### src/design/hilbert_index_nd_transform_macros.svh
// ----------------------------------------------------------------------------
// Hilbert index transform assertion macros
// Shared concurrent assertion templates for the Hilbert index transform.
// ----------------------------------------------------------------------------
`ifndef HILBERT_INDEX_ND_TRANSFORM_MACROS_SVH
`define HILBERT_INDEX_ND_TRANSFORM_MACROS_SVH

// Consequent checked in the same cycle as the antecedent.
`define HILB_ASSERT_SAME(label, clk, rst, ante, cons, msg) \
   label: assert property (@(posedge clk) disable iff (rst) (ante) |-> (cons)) \
      else $error(msg);

// Consequent checked in the cycle after the antecedent.
`define HILB_ASSERT_NEXT(label, clk, rst, ante, cons, msg) \
   label: assert property (@(posedge clk) disable iff (rst) (ante) |=> (cons)) \
      else $error(msg);

`endif

### src/design/hilb_pkg.sv
// ----------------------------------------------------------------------------
// Hilbert index transform package
// Field widths, register indexes, command codes and default sizes.
// ----------------------------------------------------------------------------
`default_nettype none

package hilb_pkg;

   localparam int DEF_MAX_DIMENSIONS = 4;
   localparam int DEF_MAX_ORDER      = 16;

   localparam int COORD_W     = 16;
   localparam int INDEX_W     = 64;
   localparam int DIM_REG_W   = 3;
   localparam int ORDER_REG_W = 5;
   localparam int CSR_ADDR_W  = 2;
   localparam int CSR_DATA_W  = 8;

   localparam logic [CSR_ADDR_W-1:0] REG_DIMENSIONS  = 2'd0;
   localparam logic [CSR_ADDR_W-1:0] REG_CURVE_ORDER = 2'd1;

   localparam logic CMD_ENCODE = 1'b0;
   localparam logic CMD_DECODE = 1'b1;

endpackage

`default_nettype wire

### src/design/hilb_req_if.sv
// ----------------------------------------------------------------------------
// Hilbert request channel
// Valid/ready channel carrying one conversion request.
// ----------------------------------------------------------------------------
`default_nettype none

interface hilb_req_if;
   logic                         valid;
   logic                         ready;
   logic                         cmd;
   logic [hilb_pkg::COORD_W-1:0] coord_0;
   logic [hilb_pkg::COORD_W-1:0] coord_1;
   logic [hilb_pkg::COORD_W-1:0] coord_2;
   logic [hilb_pkg::COORD_W-1:0] coord_3;
   logic [hilb_pkg::INDEX_W-1:0] index;

   modport source (output valid, cmd, coord_0, coord_1, coord_2, coord_3, index,
                   input ready);
   modport sink (input valid, cmd, coord_0, coord_1, coord_2, coord_3, index,
                 output ready);
endinterface

`default_nettype wire

### src/design/hilb_rsp_if.sv
// ----------------------------------------------------------------------------
// Hilbert response channel
// Valid/ready channel carrying one conversion result.
// ----------------------------------------------------------------------------
`default_nettype none

interface hilb_rsp_if;
   logic                         valid;
   logic                         ready;
   logic [hilb_pkg::INDEX_W-1:0] out_index;
   logic [hilb_pkg::COORD_W-1:0] out_coord_0;
   logic [hilb_pkg::COORD_W-1:0] out_coord_1;
   logic [hilb_pkg::COORD_W-1:0] out_coord_2;
   logic [hilb_pkg::COORD_W-1:0] out_coord_3;

   modport source (output valid, out_index, out_coord_0, out_coord_1, out_coord_2,
                   out_coord_3, input ready);
   modport sink (input valid, out_index, out_coord_0, out_coord_1, out_coord_2,
                 out_coord_3, output ready);
endinterface

`default_nettype wire

### src/design/hilb_csr_if.sv
// ----------------------------------------------------------------------------
// Hilbert configuration channel
// Valid/ready register write channel with index and data.
// ----------------------------------------------------------------------------
`default_nettype none

interface hilb_csr_if;
   logic                            valid;
   logic                            ready;
   logic [hilb_pkg::CSR_ADDR_W-1:0] index;
   logic [hilb_pkg::CSR_DATA_W-1:0] data;

   modport source (output valid, index, data, input ready);
   modport sink (input valid, index, data, output ready);
endinterface

`default_nettype wire

### src/design/hilb_digit.sv
// ----------------------------------------------------------------------------
// Hilbert digit step unit
// Shared per-digit transform: Gray coding, rotation, entry mask and direction.
// ----------------------------------------------------------------------------
`default_nettype none

module hilb_digit #(
   parameter int  MAX_DIMENSIONS = hilb_pkg::DEF_MAX_DIMENSIONS,
   localparam int DIG_W          = MAX_DIMENSIONS,
   localparam int DCNT_W         = $clog2(MAX_DIMENSIONS + 1),
   localparam int ROT_W          = $clog2(MAX_DIMENSIONS)
) (
   input  logic [DCNT_W-1:0] dims,
   input  logic              decode,
   input  logic [DIG_W-1:0]  digit_src,
   input  logic [DIG_W-1:0]  w_cur,
   input  logic [ROT_W-1:0]  xj_cur,
   output logic [DIG_W-1:0]  digit_res,
   output logic [DIG_W-1:0]  w_upd,
   output logic [ROT_W-1:0]  xj_upd
);

   function automatic logic [DIG_W-1:0] rotr(input logic [DIG_W-1:0] v,
                                             input logic [ROT_W-1:0] r,
                                             input logic [DCNT_W-1:0] n);
      logic [DIG_W-1:0] res;
      int               src;
      res = '0;
      for (int j = 0; j < DIG_W; j++) begin
         src = j + int'(r);
         if (src >= int'(n)) begin
            src = src - int'(n);
         end
         for (int s = 0; s < DIG_W; s++) begin
            if (j < int'(n) && s == src) begin
               res[j] = v[s];
            end
         end
      end
      return res;
   endfunction

   logic [DIG_W-1:0] mask;
   logic [ROT_W-1:0] rot_left;
   logic [DIG_W-1:0] s_enc;
   logic [DIG_W-1:0] p_enc;
   logic [DIG_W-1:0] p_dec;
   logic [DIG_W-1:0] a_dec;
   logic [DIG_W-1:0] p_sel;
   logic [DIG_W-1:0] q_val;
   logic [DIG_W-1:0] t_val;
   int               i_first;
   int               j_val;
   int               sum;

   always_comb begin
      for (int j = 0; j < DIG_W; j++) begin
         mask[j] = (j < int'(dims));
      end

      if (xj_cur == '0) begin
         rot_left = '0;
      end else begin
         rot_left = ROT_W'(DCNT_W'(dims) - DCNT_W'(xj_cur));
      end

      s_enc = rotr((digit_src ^ w_cur) & mask, rot_left, dims);
      for (int j = 0; j < DIG_W; j++) begin
         p_enc[j] = 1'b0;
         for (int k = 0; k < DIG_W; k++) begin
            if (k >= j) begin
               p_enc[j] = p_enc[j] ^ s_enc[k];
            end
         end
      end

      p_dec = digit_src & mask;
      a_dec = w_cur ^ rotr(p_dec ^ (p_dec >> 1), xj_cur, dims);

      p_sel     = decode ? p_dec : p_enc;
      digit_res = decode ? a_dec : p_enc;

      q_val = p_sel[0] ? (p_sel - DIG_W'(1)) : (p_sel - DIG_W'(2));
      if (int'(p_sel) <= 2) begin
         t_val = '0;
      end else begin
         t_val = q_val ^ (q_val >> 1);
      end
      w_upd = w_cur ^ rotr(t_val, xj_cur, dims);

      i_first = int'(dims);
      for (int i = DIG_W - 1; i >= 1; i--) begin
         if (i < int'(dims) && p_sel[i] != p_sel[0]) begin
            i_first = i;
         end
      end
      j_val = (i_first == int'(dims)) ? int'(dims) : int'(dims) - i_first;
      sum   = int'(xj_cur) + j_val - 1;
      if (sum >= int'(dims)) begin
         sum = sum - int'(dims);
      end
      xj_upd = ROT_W'(sum);
   end

endmodule

`default_nettype wire

### src/design/hilbert_index_nd_transform.sv
// ----------------------------------------------------------------------------
// Hilbert index transform, n-dimensional, both directions
// Requests are accepted only in idle; the single digit step unit then handles
// one index digit per cycle in the run state, and a new request is not taken
// until the result has been parked and the sequencer is back in idle.
// The response register frees the sequencer once the result is parked.
// Synchronous active-high reset: dimensions = 2, curve_order = 16, idle.
// ----------------------------------------------------------------------------
`default_nettype none
`include "hilbert_index_nd_transform_macros.svh"

module hilbert_index_nd_transform #(
   parameter int MAX_DIMENSIONS = hilb_pkg::DEF_MAX_DIMENSIONS,
   parameter int MAX_ORDER      = hilb_pkg::DEF_MAX_ORDER
) (
   input logic          clock,
   input logic          reset,
   hilb_req_if.sink     req_chan,
   hilb_rsp_if.source   rsp_chan,
   hilb_csr_if.sink     csr_chan
);

   localparam int DIG_W   = MAX_DIMENSIONS;
   localparam int DCNT_W  = $clog2(MAX_DIMENSIONS + 1);
   localparam int ROT_W   = $clog2(MAX_DIMENSIONS);
   localparam int ORD_W   = MAX_ORDER;
   localparam int BIT_W   = (MAX_ORDER > 1) ? $clog2(MAX_ORDER) : 1;
   localparam int MCNT_W  = $clog2(MAX_ORDER + 1);
   localparam int SH_W    = $clog2(MAX_DIMENSIONS * MAX_ORDER);
   localparam int COORD_W = hilb_pkg::COORD_W;
   localparam int INDEX_W = hilb_pkg::INDEX_W;
   localparam int EXT_W   = (ORD_W > COORD_W) ? ORD_W : COORD_W;

   localparam logic [1:0] ST_IDLE = 2'd0;
   localparam logic [1:0] ST_RUN  = 2'd1;
   localparam logic [1:0] ST_DONE = 2'd2;

   logic [1:0]                         state_ff, state_in;
   logic [hilb_pkg::DIM_REG_W-1:0]     dims_ff, dims_in;
   logic [hilb_pkg::ORDER_REG_W-1:0]   order_ff, order_in;
   logic [DCNT_W-1:0]                  n_ff, n_in;
   logic                               decode_ff, decode_in;
   logic [BIT_W-1:0]                   bit_ff, bit_in;
   logic [SH_W-1:0]                    sh_ff, sh_in;
   logic [DIG_W-1:0]                   w_ff, w_in;
   logic [ROT_W-1:0]                   xj_ff, xj_in;
   logic [ORD_W-1:0]                   coord_ff [MAX_DIMENSIONS];
   logic [ORD_W-1:0]                   coord_in [MAX_DIMENSIONS];
   logic [INDEX_W-1:0]                 index_ff, index_in;
   logic [INDEX_W-1:0]                 acc_ff, acc_in;
   logic                               rsp_valid_ff, rsp_valid_in;
   logic [INDEX_W-1:0]                 rsp_index_ff, rsp_index_in;
   logic [COORD_W-1:0]                 rsp_coord_ff [4];
   logic [COORD_W-1:0]                 rsp_coord_in [4];

   logic                               req_fire;
   logic                               out_free;
   logic [COORD_W-1:0]                 req_coord [4];
   logic [ORD_W-1:0]                   coord_pad [4];
   logic [DCNT_W-1:0]                  n_eff;
   logic [MCNT_W-1:0]                  m_eff;
   logic [DIG_W-1:0]                   a_enc;
   logic [INDEX_W-1:0]                 p_word;
   logic [DIG_W-1:0]                   digit_src;
   logic [DIG_W-1:0]                   digit_res;
   logic [DIG_W-1:0]                   w_upd;
   logic [ROT_W-1:0]                   xj_upd;
   logic                               shift_bit;

   assign req_coord[0] = req_chan.coord_0;
   assign req_coord[1] = req_chan.coord_1;
   assign req_coord[2] = req_chan.coord_2;
   assign req_coord[3] = req_chan.coord_3;

   assign req_chan.ready = (state_ff == ST_IDLE);
   assign req_fire       = req_chan.valid && req_chan.ready;
   assign csr_chan.ready = 1'b1;
   assign out_free       = !rsp_valid_ff || rsp_chan.ready;

   assign rsp_chan.valid       = rsp_valid_ff;
   assign rsp_chan.out_index   = rsp_index_ff;
   assign rsp_chan.out_coord_0 = rsp_coord_ff[0];
   assign rsp_chan.out_coord_1 = rsp_coord_ff[1];
   assign rsp_chan.out_coord_2 = rsp_coord_ff[2];
   assign rsp_chan.out_coord_3 = rsp_coord_ff[3];

   hilb_digit #(
      .MAX_DIMENSIONS (MAX_DIMENSIONS)
   ) u_digit (
      .dims      (n_ff),
      .decode    (decode_ff),
      .digit_src (digit_src),
      .w_cur     (w_ff),
      .xj_cur    (xj_ff),
      .digit_res (digit_res),
      .w_upd     (w_upd),
      .xj_upd    (xj_upd)
   );

   always_comb begin
      if (dims_ff < hilb_pkg::DIM_REG_W'(2)) begin
         n_eff = DCNT_W'(2);
      end else if (int'(dims_ff) > MAX_DIMENSIONS) begin
         n_eff = DCNT_W'(MAX_DIMENSIONS);
      end else begin
         n_eff = DCNT_W'(dims_ff);
      end

      if (order_ff == '0) begin
         m_eff = MCNT_W'(1);
      end else if (int'(order_ff) > MAX_ORDER) begin
         m_eff = MCNT_W'(MAX_ORDER);
      end else begin
         m_eff = MCNT_W'(order_ff);
      end

      a_enc = '0;
      for (int k = 0; k < MAX_DIMENSIONS; k++) begin
         for (int j = 0; j < DIG_W; j++) begin
            if (k + j == int'(n_ff) - 1) begin
               a_enc[j] = coord_ff[k][bit_ff];
            end
         end
      end

      p_word = index_ff >> sh_ff;
      if (int'(sh_ff) >= INDEX_W) begin
         digit_src = decode_ff ? '0 : a_enc;
      end else begin
         digit_src = decode_ff ? p_word[DIG_W-1:0] : a_enc;
      end

      for (int k = 0; k < 4; k++) begin
         coord_pad[k] = '0;
      end
      for (int k = 0; k < MAX_DIMENSIONS; k++) begin
         coord_pad[k] = coord_ff[k];
      end
   end

   always_comb begin
      state_in     = state_ff;
      dims_in      = dims_ff;
      order_in     = order_ff;
      n_in         = n_ff;
      decode_in    = decode_ff;
      bit_in       = bit_ff;
      sh_in        = sh_ff;
      w_in         = w_ff;
      xj_in        = xj_ff;
      index_in     = index_ff;
      acc_in       = acc_ff;
      rsp_valid_in = rsp_valid_ff;
      rsp_index_in = rsp_index_ff;
      shift_bit    = 1'b0;
      for (int k = 0; k < MAX_DIMENSIONS; k++) begin
         coord_in[k] = coord_ff[k];
      end
      for (int k = 0; k < 4; k++) begin
         rsp_coord_in[k] = rsp_coord_ff[k];
      end

      if (csr_chan.valid && csr_chan.ready) begin
         unique case (csr_chan.index)
            hilb_pkg::REG_DIMENSIONS: begin
               dims_in = csr_chan.data[hilb_pkg::DIM_REG_W-1:0];
            end
            hilb_pkg::REG_CURVE_ORDER: begin
               order_in = csr_chan.data[hilb_pkg::ORDER_REG_W-1:0];
            end
            default: begin
            end
         endcase
      end

      if (rsp_valid_ff && rsp_chan.ready) begin
         rsp_valid_in = 1'b0;
      end

      unique case (state_ff)
         ST_IDLE: begin
            if (req_fire) begin
               state_in  = ST_RUN;
               n_in      = n_eff;
               decode_in = (req_chan.cmd == hilb_pkg::CMD_DECODE);
               bit_in    = BIT_W'(int'(m_eff) - 1);
               sh_in     = SH_W'(int'(n_eff) * (int'(m_eff) - 1));
               w_in      = '0;
               xj_in     = '0;
               index_in  = req_chan.index;
               acc_in    = '0;
               for (int k = 0; k < MAX_DIMENSIONS; k++) begin
                  if (req_chan.cmd == hilb_pkg::CMD_DECODE) begin
                     coord_in[k] = '0;
                  end else begin
                     coord_in[k] = ORD_W'(EXT_W'(req_coord[k]));
                  end
               end
            end
         end
         ST_RUN: begin
            w_in  = w_upd;
            xj_in = xj_upd;
            bit_in = bit_ff - BIT_W'(1);
            sh_in  = sh_ff - SH_W'(n_ff);
            if (decode_ff) begin
               for (int k = 0; k < MAX_DIMENSIONS; k++) begin
                  shift_bit = 1'b0;
                  for (int j = 0; j < DIG_W; j++) begin
                     if (k + j == int'(n_ff) - 1) begin
                        shift_bit = digit_res[j];
                     end
                  end
                  coord_in[k] = (coord_ff[k] << 1) | ORD_W'(shift_bit);
               end
            end else begin
               acc_in = (acc_ff << n_ff) | INDEX_W'(digit_res);
            end
            if (bit_ff == '0) begin
               state_in = ST_DONE;
            end
         end
         ST_DONE: begin
            if (out_free) begin
               state_in     = ST_IDLE;
               rsp_valid_in = 1'b1;
               rsp_index_in = decode_ff ? '0 : acc_ff;
               for (int k = 0; k < 4; k++) begin
                  rsp_coord_in[k] = decode_ff ? COORD_W'(EXT_W'(coord_pad[k])) : '0;
               end
            end
         end
         default: begin
            state_in = ST_IDLE;
         end
      endcase
   end

   always_ff @(posedge clock) begin
      if (reset) begin
         state_ff     <= ST_IDLE;
         dims_ff      <= hilb_pkg::DIM_REG_W'(2);
         order_ff     <= hilb_pkg::ORDER_REG_W'(16);
         rsp_valid_ff <= 1'b0;
      end else begin
         state_ff     <= state_in;
         dims_ff      <= dims_in;
         order_ff     <= order_in;
         rsp_valid_ff <= rsp_valid_in;
      end
   end

   always_ff @(posedge clock) begin
      n_ff         <= n_in;
      decode_ff    <= decode_in;
      bit_ff       <= bit_in;
      sh_ff        <= sh_in;
      w_ff         <= w_in;
      xj_ff        <= xj_in;
      index_ff     <= index_in;
      acc_ff       <= acc_in;
      rsp_index_ff <= rsp_index_in;
      for (int k = 0; k < MAX_DIMENSIONS; k++) begin
         coord_ff[k] <= coord_in[k];
      end
      for (int k = 0; k < 4; k++) begin
         rsp_coord_ff[k] <= rsp_coord_in[k];
      end
   end

   `HILB_ASSERT_NEXT(a_accept_starts_run, clock, reset, req_fire, state_ff == ST_RUN, "Accepted transaction did not start the digit sequence.")
   `HILB_ASSERT_SAME(a_xj_in_range, clock, reset, state_ff == ST_RUN, DCNT_W'(xj_ff) < n_ff, "Direction count left its range.")
   `HILB_ASSERT_SAME(a_rsp_one_direction, clock, reset, rsp_chan.valid && rsp_chan.out_index != '0, (rsp_chan.out_coord_0 | rsp_chan.out_coord_1 | rsp_chan.out_coord_2 | rsp_chan.out_coord_3) == '0, "Response carries both an index and coordinates.")
   `HILB_ASSERT_NEXT(a_done_loads_rsp, clock, reset, state_ff == ST_DONE && out_free, rsp_valid_ff && state_ff == ST_IDLE, "Finished result was not loaded into the response register.")

endmodule

`default_nettype wire
### src/flat_wrapper.sv
// flat-port wrapper written by rule: the top's interface ports become plain ports
module hilbert_index_nd_transform_flat 
#(
   parameter int MAX_DIMENSIONS = hilb_pkg::DEF_MAX_DIMENSIONS,
   parameter int MAX_ORDER      = hilb_pkg::DEF_MAX_ORDER
)
  (clock, reset, req_chan_valid, req_chan_cmd, req_chan_coord_0, req_chan_coord_1, req_chan_coord_2, req_chan_coord_3, req_chan_index, req_chan_ready, rsp_chan_valid, rsp_chan_out_index, rsp_chan_out_coord_0, rsp_chan_out_coord_1, rsp_chan_out_coord_2, rsp_chan_out_coord_3, rsp_chan_ready, csr_chan_valid, csr_chan_index, csr_chan_data, csr_chan_ready);
  hilb_req_if req_chan_i ();
  hilb_rsp_if rsp_chan_i ();
  hilb_csr_if csr_chan_i ();
  input logic clock;
  input logic reset;
  input wire logic [$bits(req_chan_i.valid)-1:0] req_chan_valid;
  input wire logic [$bits(req_chan_i.cmd)-1:0] req_chan_cmd;
  input wire logic [$bits(req_chan_i.coord_0)-1:0] req_chan_coord_0;
  input wire logic [$bits(req_chan_i.coord_1)-1:0] req_chan_coord_1;
  input wire logic [$bits(req_chan_i.coord_2)-1:0] req_chan_coord_2;
  input wire logic [$bits(req_chan_i.coord_3)-1:0] req_chan_coord_3;
  input wire logic [$bits(req_chan_i.index)-1:0] req_chan_index;
  output wire logic [$bits(req_chan_i.ready)-1:0] req_chan_ready;
  output wire logic [$bits(rsp_chan_i.valid)-1:0] rsp_chan_valid;
  output wire logic [$bits(rsp_chan_i.out_index)-1:0] rsp_chan_out_index;
  output wire logic [$bits(rsp_chan_i.out_coord_0)-1:0] rsp_chan_out_coord_0;
  output wire logic [$bits(rsp_chan_i.out_coord_1)-1:0] rsp_chan_out_coord_1;
  output wire logic [$bits(rsp_chan_i.out_coord_2)-1:0] rsp_chan_out_coord_2;
  output wire logic [$bits(rsp_chan_i.out_coord_3)-1:0] rsp_chan_out_coord_3;
  input wire logic [$bits(rsp_chan_i.ready)-1:0] rsp_chan_ready;
  input wire logic [$bits(csr_chan_i.valid)-1:0] csr_chan_valid;
  input wire logic [$bits(csr_chan_i.index)-1:0] csr_chan_index;
  input wire logic [$bits(csr_chan_i.data)-1:0] csr_chan_data;
  output wire logic [$bits(csr_chan_i.ready)-1:0] csr_chan_ready;
  assign req_chan_i.valid = req_chan_valid;
  assign req_chan_i.cmd = req_chan_cmd;
  assign req_chan_i.coord_0 = req_chan_coord_0;
  assign req_chan_i.coord_1 = req_chan_coord_1;
  assign req_chan_i.coord_2 = req_chan_coord_2;
  assign req_chan_i.coord_3 = req_chan_coord_3;
  assign req_chan_i.index = req_chan_index;
  assign req_chan_ready = req_chan_i.ready;
  assign rsp_chan_valid = rsp_chan_i.valid;
  assign rsp_chan_out_index = rsp_chan_i.out_index;
  assign rsp_chan_out_coord_0 = rsp_chan_i.out_coord_0;
  assign rsp_chan_out_coord_1 = rsp_chan_i.out_coord_1;
  assign rsp_chan_out_coord_2 = rsp_chan_i.out_coord_2;
  assign rsp_chan_out_coord_3 = rsp_chan_i.out_coord_3;
  assign rsp_chan_i.ready = rsp_chan_ready;
  assign csr_chan_i.valid = csr_chan_valid;
  assign csr_chan_i.index = csr_chan_index;
  assign csr_chan_i.data = csr_chan_data;
  assign csr_chan_ready = csr_chan_i.ready;
  hilbert_index_nd_transform #(.MAX_DIMENSIONS(MAX_DIMENSIONS), .MAX_ORDER(MAX_ORDER)) u_core (.clock(clock), .reset(reset), .req_chan(req_chan_i), .rsp_chan(rsp_chan_i), .csr_chan(csr_chan_i));
endmodule
### config.mk
export PLATFORM = sky130hd
export DESIGN_NAME = hilbert_index_nd_transform_flat
export DESIGN_NICKNAME = d
export VERILOG_FILES = /design/src/design/hilb_pkg.sv /design/src/design/hilb_req_if.sv /design/src/design/hilb_rsp_if.sv /design/src/design/hilb_csr_if.sv /design/src/design/hilb_digit.sv /design/src/design/hilbert_index_nd_transform.sv /design/src/flat_wrapper.sv
export VERILOG_INCLUDE_DIRS = /design/src /design/src/design
export SDC_FILE = /design/constraint.sdc
export NUM_CORES = 1
export LEC_CHECK = 0
export BUFFER_PORTS_ARGS = -buffer_cell sky130_fd_sc_hd__buf_2
export CAP_MARGIN = 20
export CORE_AREA = 5 5 199 201
export DETAILED_ROUTE_END_ITERATION = 12
export DIE_AREA = 0 0 204 206
export GPL_TIMING_DRIVEN = 0
export MAX_ROUTING_LAYER = met4
export PLACE_DENSITY = 0.8
export SYNTH_ARGS = -nofsm -noshare
export SYNTH_HDL_FRONTEND = slang
export SYNTH_SLANG_ARGS = --single-unit
### constraint.sdc
create_clock -name clock -period 12.5 [get_ports clock]
set_clock_uncertainty 0.1 [all_clocks]
set_input_delay 1.25 -clock clock [delete_from_list [all_inputs] [get_ports clock]]
set_output_delay 1.25 -clock clock [all_outputs]
set_load 0.03 [all_outputs]
==> results.yml <==
die:
  initial_core_util_pct: 58.6
  die_y_um: 206
  rows: 71
  io-pin-count: 275
  chipWidth_um: 204
  dieArea_um2: 42000
  core_area_um2: 37400
setup_path:
  startpoint_type: "register"
  critical-path-top-delay-family: "adder cells"
  r2r_cells: 44
  cp-end-kind: "register"
  path_depth: 44
  cpMaxStageDelayCell: "xnor3_2"
  path_buf_inv: 6
  critical_path.max_fanout: 23
  cp.arrival_ns: 11.78
  cpPeakStageDelay_ns: 0.53
  cp.required_ns: 12.69
  critPathKind: "reg2reg"
route:
  dr_wl_met3_um: 5630
  vias: 17000
  firstDrtPassIters: 6
  drc: 0
  drtIter0Drc: 1865
  wl_per_cell_um: 21.5
  vias_per_cell: 6.17
  wl_um: 59200
  met1_length_um: 23900
  top_layer_used: "met4"
  drtAntennaViolNets: 0
  met2_length_um: 28200
sta:
  finalCriticalPeriod_ns: 11.59
  fin_setup_tns_ns: 0
  fin_crit_sh_pct: 92.7
  slew_headroom_pct: 36.4
  max_clock_freq_mhz: 86.3
  hold_violations: 0
  finalSetupViolations: 0
  rsz0062_at_grt: "false"
  tightestPinTransition_ns: 0.954
  finalMaxSlewViolations: 0
synth:
  ys.flop_type: "edfxtp_1"
  synth_edf_count: 340
  yosys-top-cells-area: "edfxtp_1 (47%), mux4_2 (11%), nand2_1 (5.4%), mux2i_1 (3.3%), fa_1 (3.2%)"
  synth_nets: 2129
  syn-cell-area_um2: 21900
  syn_avg_cell_area_um2: 11.5
  synth_seq_area_share_pct: 47.6
  ys_seq_elements: 351
  async_flop_share_pct: 0
  netlist_instances: 1897
  synthTopCellsByCount: "edfxtp_1 (340), nand2_1 (318), mux4_2 (106)"
  yosysWarnings: 0
  ys_types: 100
  synth.most_common_cell: "edfxtp_1"
  yosysTopAreaCellShare_pct: 46.6
  synth_top_area_cell: "edfxtp_1"
pwr:
  combPwrFrac_pct: 58.6
  p_leak_nw: 10.0
  switchingPower_w: 0.00259
  swShare_pct: 42.3
  power_density_nw_per_um2: 242
  p_seq_share_pct: 24.2
  peakVddDrop_uv: 407
  internal_power_w: 0.00353
  p_clk_share_pct: 17.2
clocking:
  ctsHoldBuffers: 0
  cts-root-buf: "clkbuf_16"
  htree_levels: 2
  clk_pin_slew_ns: 0.06
  cts_tree: "yes"
  cts_made_buffers: 37
  clock-sinks: 351
  clock_latency_ns: 0.56
  cts_buffer_depth: 3
job:
  maxCapViolCount: 0
final_layout:
  area_delta_synth_final_pct: 15.5
  drive_gt1_share_pct: 23.6
  antenna_cells: 0
  stdcell_area_um2: 25300
  nNetsFinal: 2449
worst_hold_path:
  hold_depth: 2
  hold_class: "reg2reg"
placed_design:
  io_buffers: 270
  placed_area_um2: 24100
  place_congestion: 0.935
  post-dp-hpwl_um: 44400
global_route:
  gr-usage-all-layers_pct: 28.8
  grt_pass1_vias: 16600
  grt_max_degree: 51
  grt_first_pass_wirelength_um: 92800
  grt_overflow: 0
  antenna_found_initial: 1
status:
  status: "complete, no violations"
cells in the final DEF (no fill, tap or decap), drive strengths merged, types with 5 or more instances in the layout:
| cell | instances |
|---|---|
| o31ai | 9 |
| and3 | 7 |
| nor2 | 100 |
| or3 | 10 |
| and2 | 73 |
| nand4b | 5 |
| o21a | 6 |
| clkinv | 14 |
| mux2 | 9 |
| inv | 65 |
| nor4 | 12 |
| nand3 | 87 |
| xor2 | 13 |
| dfxtp | 11 |
| buf | 326 |
| mux2i | 73 |
| o21ai | 42 |
| o22ai | 6 |
| o211ai | 6 |
| a31o | 5 |
| a211oi | 11 |
| a21oi | 105 |
| nor3 | 23 |
| xnor2 | 21 |
| nand4 | 8 |
| fa | 35 |
| mux4 | 109 |
| nor2b | 86 |
| edfxtp | 340 |
| or2 | 8 |
| clkbuf | 124 |
| nand2 | 319 |
| a21o | 11 |
| a31oi | 14 |
| o31a | 5 |
| a22oi | 15 |
| ha | 53 |
| nand2b | 14 |
tightest hold or removal path: stages (launching register included):
cell     delay, ns
dfxtp_1       0.34
mux2i_1       0.07
nor2_1        0.07
kinds of logic after synthesis:
kind of cell	count (synthesis)	synth area share, %
xor+xnor	35	1.50
simple gates	771	17.1
flops	351	47.6
other cells	1	0.0171
buf+inv	187	4.32
fa+ha+maj	88	6.23
mux	191	15.1
compound gates	273	8.17
repair_timing:
| item | CTS | global route |
|---|---|---|
| pin swaps | 0 | 0 |
| endpoints found under the setup margin | 2 | 2 |
| buffers inserted | 1 | 0 |
| resized for setup | 0 | 6 |
| cloned | 0 | 0 |
registers in the layout, summed over array words and instances, names as in the netlist:
signal                     cells
u_core.acc_ff                 64
u_core.coord_ff               64
u_core.index_ff               64
u_core.rsp_chan.out_index     64
u_core.rsp_coord_ff           64
u_core.sh_ff                   6
u_core.order_ff                5
u_core.bit_ff                  4
u_core.w_ff                    4
u_core.dims_ff                 3
u_core.n_ff                    3
u_core.state_ff                2
u_core.xj_ff                   2
u_core.decode_ff               1
u_core.rsp_chan.valid          1
power groups by stage:
| stage | Sequential, W | Combinational [W] | Clock, W |
|---|---|---|---|
| after floorplan | 0.00147 | 0.00278 | 0 |
| after global placement | 0.00150 | 0.00334 | 0 |
| after detailed placement | 0.00150 | 0.00355 | 0 |
| after CTS | 0.00147 | 0.00358 | 0.00107 |
| after global routing | 0.00149 | 0.00407 | 0.00112 |
| final | 0.00148 | 0.00359 | 0.00105 |
cell type report:
type                    count  area (um^2)
plain buffers             122          698
clock inverters            19          125
multi-input cells        1359        10600
fillers                  2695        12100
repair buffers            281         1550
inverters                  65          258
flip-flops and latches    351        10400
well taps                 511          639
clock buffers              47         1030
worst paths after layout:
kind | from | end | slack, ns
worst max-delay path | u_core.n_ff[1] | u_core.xj_ff[0] | 0.91
worst min-delay path | u_core.order_ff[0] | u_core.order_ff[0] | 0.42
worst max register to register | u_core.n_ff[1] | u_core.xj_ff[0] | 0.91
worst min register to register | u_core.order_ff[0] | u_core.order_ff[0] | 0.42
per-layer routing:
metal  track usage, %  vias up
met5                -        -
met4             7.68        0
met3             4.79      121
met2             45.4      998
met1             39.6     8254
li1                 -     7632
through the flow:
stage	std cells	setup WS (ns)	total power, W	hold slack, ns	util [%]
finish	2755	0.907	0.00612	0.419	67.6
global route	2755	0.133	0.00667	0.447	67.6
CTS	2754	0.371	0.00612	0.422	67.6
detailed placement	2687	-0.0999	0.00505	0.406	64.5
global placement	2678	-0.429	0.00484	0.378	63.9
floorplan	1897	1.44	0.00425	0.361	-
No activity file was read; power rests on OpenSTA's default activity.
